## config.mk

```make
export PLATFORM = sky130hd
export DESIGN_NAME = qaec_cost_acc
export DESIGN_NICKNAME = d
export VERILOG_FILES = /design/src/sv/qaec_pkg.sv /design/src/sv/qaec_cost_acc.sv
export SDC_FILE = /design/constraint.sdc
export NUM_CORES = 2
export LEC_CHECK = 0
export BUFFER_PORTS_ARGS = -buffer_cell sky130_fd_sc_hd__buf_2
export CELL_PAD_IN_SITES_DETAIL_PLACEMENT = 1
export CELL_PAD_IN_SITES_GLOBAL_PLACEMENT = 2
export CORE_MARGIN = 3
export CORE_UTILIZATION = 41
export CTS_CLUSTER_DIAMETER = 80
export CTS_CLUSTER_SIZE = 12
export DETAILED_ROUTE_END_ITERATION = 6
export GPL_ROUTABILITY_DRIVEN = 0
export PLACE_DENSITY = 0.87
export SLEW_MARGIN = 10
export SYNTH_ARGS = -nofsm -noshare
export SYNTH_HDL_FRONTEND = slang
export SYNTH_SLANG_ARGS = --single-unit
```

## constraint.sdc

```tcl
create_clock -name clk -period 6.3 [get_ports clk]
set_clock_uncertainty 0.1 [all_clocks]
set_input_delay 0.315 -clock clk [delete_from_list [all_inputs] [get_ports clk]]
set_output_delay 0.315 -clock clk [all_outputs]
set_load 0.05 [all_outputs]
```

## src/sv/qaec_pkg.sv

```systemverilog
`timescale 1ns / 1ps

package qaec_pkg;

    localparam int VERTEX_COUNT_DEF = 1024;
    localparam int QWORDS           = 10;
    localparam int ACC_W            = 132;

    localparam logic signed [31:0] ONE_Q16 = 32'sd65536;
    localparam logic [63:0] SAT_POS = 64'h7FFF_FFFF_FFFF_FFFF;
    localparam logic [63:0] SAT_NEG = 64'h8000_0000_0000_0000;
    localparam logic [62:0] COST_MAX = {63{1'b1}};

    typedef enum logic [1:0] {
        OP_POS   = 2'd0,
        OP_FACE  = 2'd1,
        OP_QUERY = 2'd2,
        OP_RSVD  = 2'd3
    } op_t;

    typedef enum logic [2:0] {
        ST_CLEAR,
        ST_IDLE,
        ST_FACE,
        ST_QPOS,
        ST_QSUM,
        ST_QFIN,
        ST_QOUT
    } state_t;

    typedef struct packed {
        op_t               op;
        logic [9:0]        vert_a;
        logic [9:0]        vert_b;
        logic [9:0]        vert_c;
        logic signed [31:0] val_x;
        logic signed [31:0] val_y;
        logic signed [31:0] val_z;
        logic signed [31:0] val_w;
    } in_t;

    typedef struct packed {
        logic [62:0]        edge_cost;
        logic signed [31:0] mid_x;
        logic signed [31:0] mid_y;
        logic signed [31:0] mid_z;
        logic               cost_saturated;
    } out_t;

    typedef struct packed {
        logic       clear;
        logic       part_en;
        logic [1:0] part_sel;
        logic       dbl;
    } acc_ctl_t;

    typedef struct packed {
        logic        ovf;
        logic [63:0] sum;
    } sat_res_t;

    function automatic sat_res_t sat_add(input logic [63:0] a, input logic [63:0] b);
        logic [63:0] r;
        sat_res_t    res;
        r       = a + b;
        res.ovf = ~(a[63] ^ b[63]) & (a[63] ^ r[63]);
        if (res.ovf)
        begin
            res.sum = a[63] ? SAT_NEG : SAT_POS;
        end
        else
        begin
            res.sum = r;
        end
        return res;
    endfunction

    // Upper-triangle word order: q00 q01 q02 q03 q11 q12 q13 q22 q23 q33.
    function automatic logic [1:0] qrow(input logic [3:0] k);
        logic [1:0] r;
        unique case (k)
            4'd0, 4'd1, 4'd2, 4'd3: r = 2'd0;
            4'd4, 4'd5, 4'd6:       r = 2'd1;
            4'd7, 4'd8:             r = 2'd2;
            4'd9:                   r = 2'd3;
            default:                r = 2'd0;
        endcase
        return r;
    endfunction

    function automatic logic [1:0] qcol(input logic [3:0] k);
        logic [1:0] c;
        unique case (k)
            4'd0:                   c = 2'd0;
            4'd1, 4'd4:             c = 2'd1;
            4'd2, 4'd5, 4'd7:       c = 2'd2;
            4'd3, 4'd6, 4'd8, 4'd9: c = 2'd3;
            default:                c = 2'd0;
        endcase
        return c;
    endfunction

endpackage

```

## src/sv/qaec_cost_acc.sv

```systemverilog
`timescale 1ns / 1ps

module qaec_cost_acc
    import qaec_pkg::*;
(
    input  logic        clk,
    input  logic        rst_n,
    input  acc_ctl_t    ctl,
    input  logic [63:0] qsum,
    input  logic [63:0] pp,
    output logic [62:0] cost,
    output logic        ovf
);

    logic signed [32:0] op_a;
    logic signed [32:0] op_b;
    logic [6:0]         sh;
    logic signed [65:0] part_reg;
    logic [6:0]         sh_reg;
    logic               part_vld_reg;
    logic [ACC_W-1:0]   acc_reg;
    logic [ACC_W-1:0]   acc_next;
    logic [ACC_W-1:0]   part_ext;
    logic [99:0]        scaled;

    // Low halves are unsigned, high halves carry the sign.
    assign op_a = ctl.part_sel[1] ? {qsum[63], qsum[63:32]} : {1'b0, qsum[31:0]};
    assign op_b = ctl.part_sel[0] ? {pp[63], pp[63:32]} : {1'b0, pp[31:0]};
    assign sh   = {ctl.part_sel[1] & ctl.part_sel[0], ctl.part_sel[1] ^ ctl.part_sel[0], 5'b0}
                  + {6'b0, ctl.dbl};

    assign part_ext = {{(ACC_W-66){part_reg[65]}}, part_reg};
    assign acc_next = acc_reg + (part_ext << sh_reg);

    always_ff @(posedge clk or negedge rst_n)
    begin
        if (!rst_n)
        begin
            part_vld_reg <= 1'b0;
        end
        else
        begin
            part_vld_reg <= ctl.part_en;
        end
    end

    always_ff @(posedge clk)
    begin
        if (ctl.part_en)
        begin
            part_reg <= op_a * op_b;
            sh_reg   <= sh;
        end
        if (ctl.clear)
        begin
            acc_reg <= '0;
        end
        else if (part_vld_reg)
        begin
            acc_reg <= acc_next;
        end
    end

    assign scaled = acc_reg[ACC_W-1:32];

    always_comb
    begin
        ovf  = 1'b0;
        cost = scaled[62:0];
        if (acc_reg[ACC_W-1])
        begin
            cost = '0;
        end
        else if (|scaled[99:63])
        begin
            cost = COST_MAX;
            ovf  = 1'b1;
        end
    end

endmodule

```

* Word level (Yosys, flattened, before mapping)
Cells that the tools add are included.
Cells by class: add/subtract/negate cells 2, multiply operators 1, div/mod/pow operators 0, magnitude comparators 0, equality and inequality tests 0, shift operators 1, muxes and demuxes 6, bitwise operators 2, reductions and logical operators 1
Operators with widths (count):
- 132-bit adder | 1
- 132-bit by 7-bit left shift with 132-bit output | 1
- 63-bit two-way mux | 2
- 33-bit by 33-bit multiplier with 66-bit output | 1
- 33-bit two-way mux | 2
- 37-bit OR reduction | 1
- 7-bit by 1-bit adder with 7-bit output | 1
- 1-bit two-way mux | 2
- 1-bit bitwise AND | 1
- 1-bit XOR | 1
Word-level totals: flip-flop bits (word level) 206, latch bits 0, RAM bits 0, bits in read-only memories 0, input port bits 135, output and inout port bits 64, word-level logic and storage cells 17, memories kept 0

* Logic depth before layout (Yosys ltp)
word-level depth 3, mapped depth 35, depth with buffers taken out 30

* Worst setup path after synthesis
No wires, ideal clock.
kind input to register, start in ctl[1] (netlist bit), end reg part_reg[62], data pin, arrival time 8567 ps, slack -2625 ps, cell stages on the path 32, path buffers 4, cells stage by stage clkbuf_1 -> clkbuf_1 -> mux2i_1 -> clkbuf_1 -> clkbuf_1 -> nor2_1 -> fa_1 -> inv_1 -> fa_1 -> inv_1 -> fa_1 -> inv_1 -> fa_1 -> fa_1 -> fa_1 -> inv_1 -> fa_1 -> inv_1 -> fa_1 -> inv_1 -> ha_1 -> a21oi_1 -> o21ai_0 -> a211oi_1 -> a31oi_1 -> a21oi_2 -> o21a_1 -> o31ai_4 -> and3_1 -> a221o_1 -> a21oi_1 -> xnor2_1
On the way: cells in the longest elaborated chain, start to end 2
RTL lines:
- start: declaration | RTL line qaec_cost_acc.sv:8 | input acc_ctl_t ctl,
- 33-bit two-way mux | RTL line qaec_cost_acc.sv:28 | assign op_b = ctl.part_sel[0] ? {pp[63], pp[63:32]} : {1'b0, pp[31:0]};
- 33-bit by 33-bit multiplier with 66-bit output | RTL line qaec_cost_acc.sv:51 | part_reg <= op_a * op_b;
- end signal: assignment | RTL line qaec_cost_acc.sv:51
- end: declaration | RTL line qaec_cost_acc.sv:18 | logic signed [65:0] part_reg;
Every way passes these cells. A chain may end at the register's enable or synchronous reset.

* Final worst setup path
start in ctl[2] (netlist bit), end reg part_reg[52], data pin
On the way: cells in the longest elaborated chain, start to end 2
RTL lines:
- 33-bit two-way mux | RTL line qaec_cost_acc.sv:27 | assign op_a = ctl.part_sel[1] ? {qsum[63], qsum[63:32]} : {1'b0, qsum[31:0]};
- 33-bit by 33-bit multiplier with 66-bit output | RTL line qaec_cost_acc.sv:51
Every way passes these cells.

==> flow_metrics.env <==
export IMPL_grt_pass1_wl_um=351100
export IMPL_final_common_cell="inv_1"
export IMPL_fin_nets=8954
export IMPL_grt_pass1_vias=57020
export IMPL_rsz0062_at_grt="true"
export IMPL_num_rows=135
export IMPL_core_area_mm2=0.1363
export IMPL_cts_tree="yes"
export IMPL_hpwl_um=200000
export IMPL_synth_compound_area_frac=0.1054
export IMPL_start_util=0.4150
export IMPL_cpPeakStageDelay_ns=0.58
export IMPL_hp_class="primary input to flop"
export IMPL_holdPathEnd="sh_reg[5]"
export IMPL_ys_seq_elements=202
export IMPL_hold_depth=3
export IMPL_avgSynthCellArea_um2=8.555
export IMPL_crit_path_frequent_cell="fa_1"
export IMPL_cp_end_kind="flop"
export IMPL_met2_length_um=112100
export IMPL_synth_area_mm2=0.05658
export IMPL_rr_startpoint="sh_reg[0]"
export IMPL_synth_area_mux_share=0.05412
export IMPL_die_w_um=377.5
export IMPL_mostFrequentLayoutCells="inv_1 (1196), fa_1 (1086), nor2_1 (809)"
export IMPL_multi_input_area_mm2=0.04825
export IMPL_clock_latency_ns=0.56
export IMPL_reg2reg_depth=21
export IMPL_hold_viol=0
export IMPL_finalCritPeriodShare=1.279
export IMPL_vias_per_cell=5.666
export IMPL_drtPass1Iterations=7
export IMPL_routedWlPerCell_um=26.42
export IMPL_final_cells=9119
export IMPL_place_inst=8977
export IMPL_min_period_ns=8.057
export IMPL_synth_cells=6613
export IMPL_synthSimpleGateAreaFrac=0.1383
export IMPL_hp_start="ctl[1]"
export IMPL_grt_util_all_layers=0.3268
export IMPL_wl_met3_um=20340
export IMPL_r2r_end="acc_reg[125]"
export IMPL_timing_final_ws_setup_ns=-1.757
export IMPL_die_area_mm2=0.1425
export IMPL_antenna_found_initial=8
export IMPL_clock_sinks=202
export IMPL_clk_path_buf_depth=3
export IMPL_timing_fmax_ghz=0.1241
export IMPL_critical_path_top_delay_family="adder cells"
export IMPL_yosys_warnings=0
export IMPL_cp_required_ns=6.49
export IMPL_vias=51670
export IMPL_detail_route_antenna_nets=0
export IMPL_routed_wirelength_um=240900
export IMPL_synth_cell_type_count=87
export IMPL_synth_top_family_by_area="adder cells"
export IMPL_yosys_area_share_xor_xnor=0.03034
export IMPL_portBuffers=198
export IMPL_fillers=15790
export IMPL_largest_register_ffs=132
export IMPL_worstMarginPinSlew_ns=1.115
export IMPL_maxSlewHeadroom=0.2565
export IMPL_failed_checks="DRC, setup timing"
export IMPL_cap_violations=0
export IMPL_synth_top_area_share=0.4059
export IMPL_wl_met1_um=90860
export IMPL_status="complete, but fails checks"
export IMPL_rrSetupSlack_ns=0.39
export IMPL_synth_ff_type="dfxtp_1"
export IMPL_drive_above_1_share=0.2130
export IMPL_numCtsBuffers=21
export IMPL_fin_tns_setup_ns=-61.30
export IMPL_drtIter0Drc=3837
export IMPL_yosysTopAreaCell="fa_1"
export IMPL_cp_buffers_inverters=14
export IMPL_ff_latch_area_mm2=0.004745
export IMPL_path_clk_slew_ns=0.06
export IMPL_synth_edff_count=69
export IMPL_finalMaxSlewViolations=0
export IMPL_grt_max_degree=82
export IMPL_top_layer="met5"
export IMPL_synth_area_top_cells="fa_1 (41%), inv_1 (8.3%), ha_1 (7.7%)"
export IMPL_cp_arrival_ns=8.25
export IMPL_htree_levels=1
export IMPL_io_pin_count=199
export IMPL_cp_slowest_cell="fa_1"
export IMPL_start_kind="primary input"
export IMPL_drcViolationCount=7
export IMPL_async_flop_share=0.004950
export IMPL_crit_fanout=8
export IMPL_die_y_um=377.5
export IMPL_dp_slack_ns=-2.544
export IMPL_ys_seq_area_frac=0.08377
export IMPL_whs_ns=0.2280
export IMPL_synthAdderAreaFrac=0.4828
export IMPL_gr_total_overflow=0
export IMPL_finalSetupViolCount=53
export IMPL_crit_type="primary input to flop"
export IMPL_cts_root_buffer="clkbuf_16"
export IMPL_syn2layout_area_growth_pct=22.77
export IMPL_syn_num_nets=8243
-- cell usage after synthesis (45+ instances only) --
cell type,count
ha_1,348
mux2i_1,199
xor2_1,75
inv_1,1254
a211oi_1,52
nand4_1,71
nand2_1,761
a21o_1,111
clkbuf_1,282
dfxtp_1,132
nor2_1,846
o21ai_0,200
nor2b_1,45
fa_1,1147
a21oi_1,329
mux2_2,88
edfxtp_1,69
xnor2_1,121
-- layout make-up --
type,count,share of cell area
Inverter,1255,0.06786
Timing Repair Buffer,1014,0.1282
Clock buffer,32,0.008610
Tap cell,1781,0.03208
Clock inverter,2,0.0002522
Sequential cell,202,0.06831
Multi-Input combinational cell,4830,0.6946
Antenna cell,3,0.0001081
-- per-stage QoR --
step | instance area (µm²) | utilization
global placement | 66000 | 0.4842
floorplan | 57970 | -
CTS | 68010 | 0.4989
global route | 69450 | 0.5095
finish | 69460 | 0.5096
detailed placement | 66000 | 0.4842
-- per-layer routing --
layer	up-vias	track usage
li1	22050	-
met1	26530	0.3989
met5	-	0
met2	2333	0.5423
met3	749	0.06575
met4	6	0.1795
-- timing repair --
action,in CTS,in global routing
endpoints found under the hold margin,4,0
pin swaps,56,126
endpoints found under the setup margin,54,54
gates cloned,4,0
buffers inserted,60,52
gates resized for setup,214,249
hold buffers,4,0
-- worst max path at each step --
stage,from,end,slack (ns),depth (start not counted)
finish,ctl[2],part_reg[52],-1.76,36
global route,ctl[2],part_reg[59],-1.88,35
global placement,ctl[2],part_reg[62],-2.31,32
floorplan,ctl[2],part_reg[62],-1.50,33
detailed placement,ctl[2],part_reg[59],-2.54,30
CTS,ctl[2],part_reg[59],-1.46,31
-- cell families (layout without fill, tap and decap cells) --
family                   count (synthesis)  count (layout)
buffers and inverters                 1581            2303
AO/OA/AOI/OAI                          952             952
multiplexers                           293             293
other                                    0               3
XOR/XNOR                               196             196
flip-flops                             202             202
AND/OR/NAND/NOR                       1894            1894
adder cells (fa/ha/maj)               1495            1495
-- tightest hold or removal path, stage by stage --
cell and delay, ns:
buf_12 0.13, buf_4 0.16, ha_1 0.14
Power is left out: the tool's default activity adds up to more than one toggle a clock period on the data nets, which glitch-free logic cannot reach.
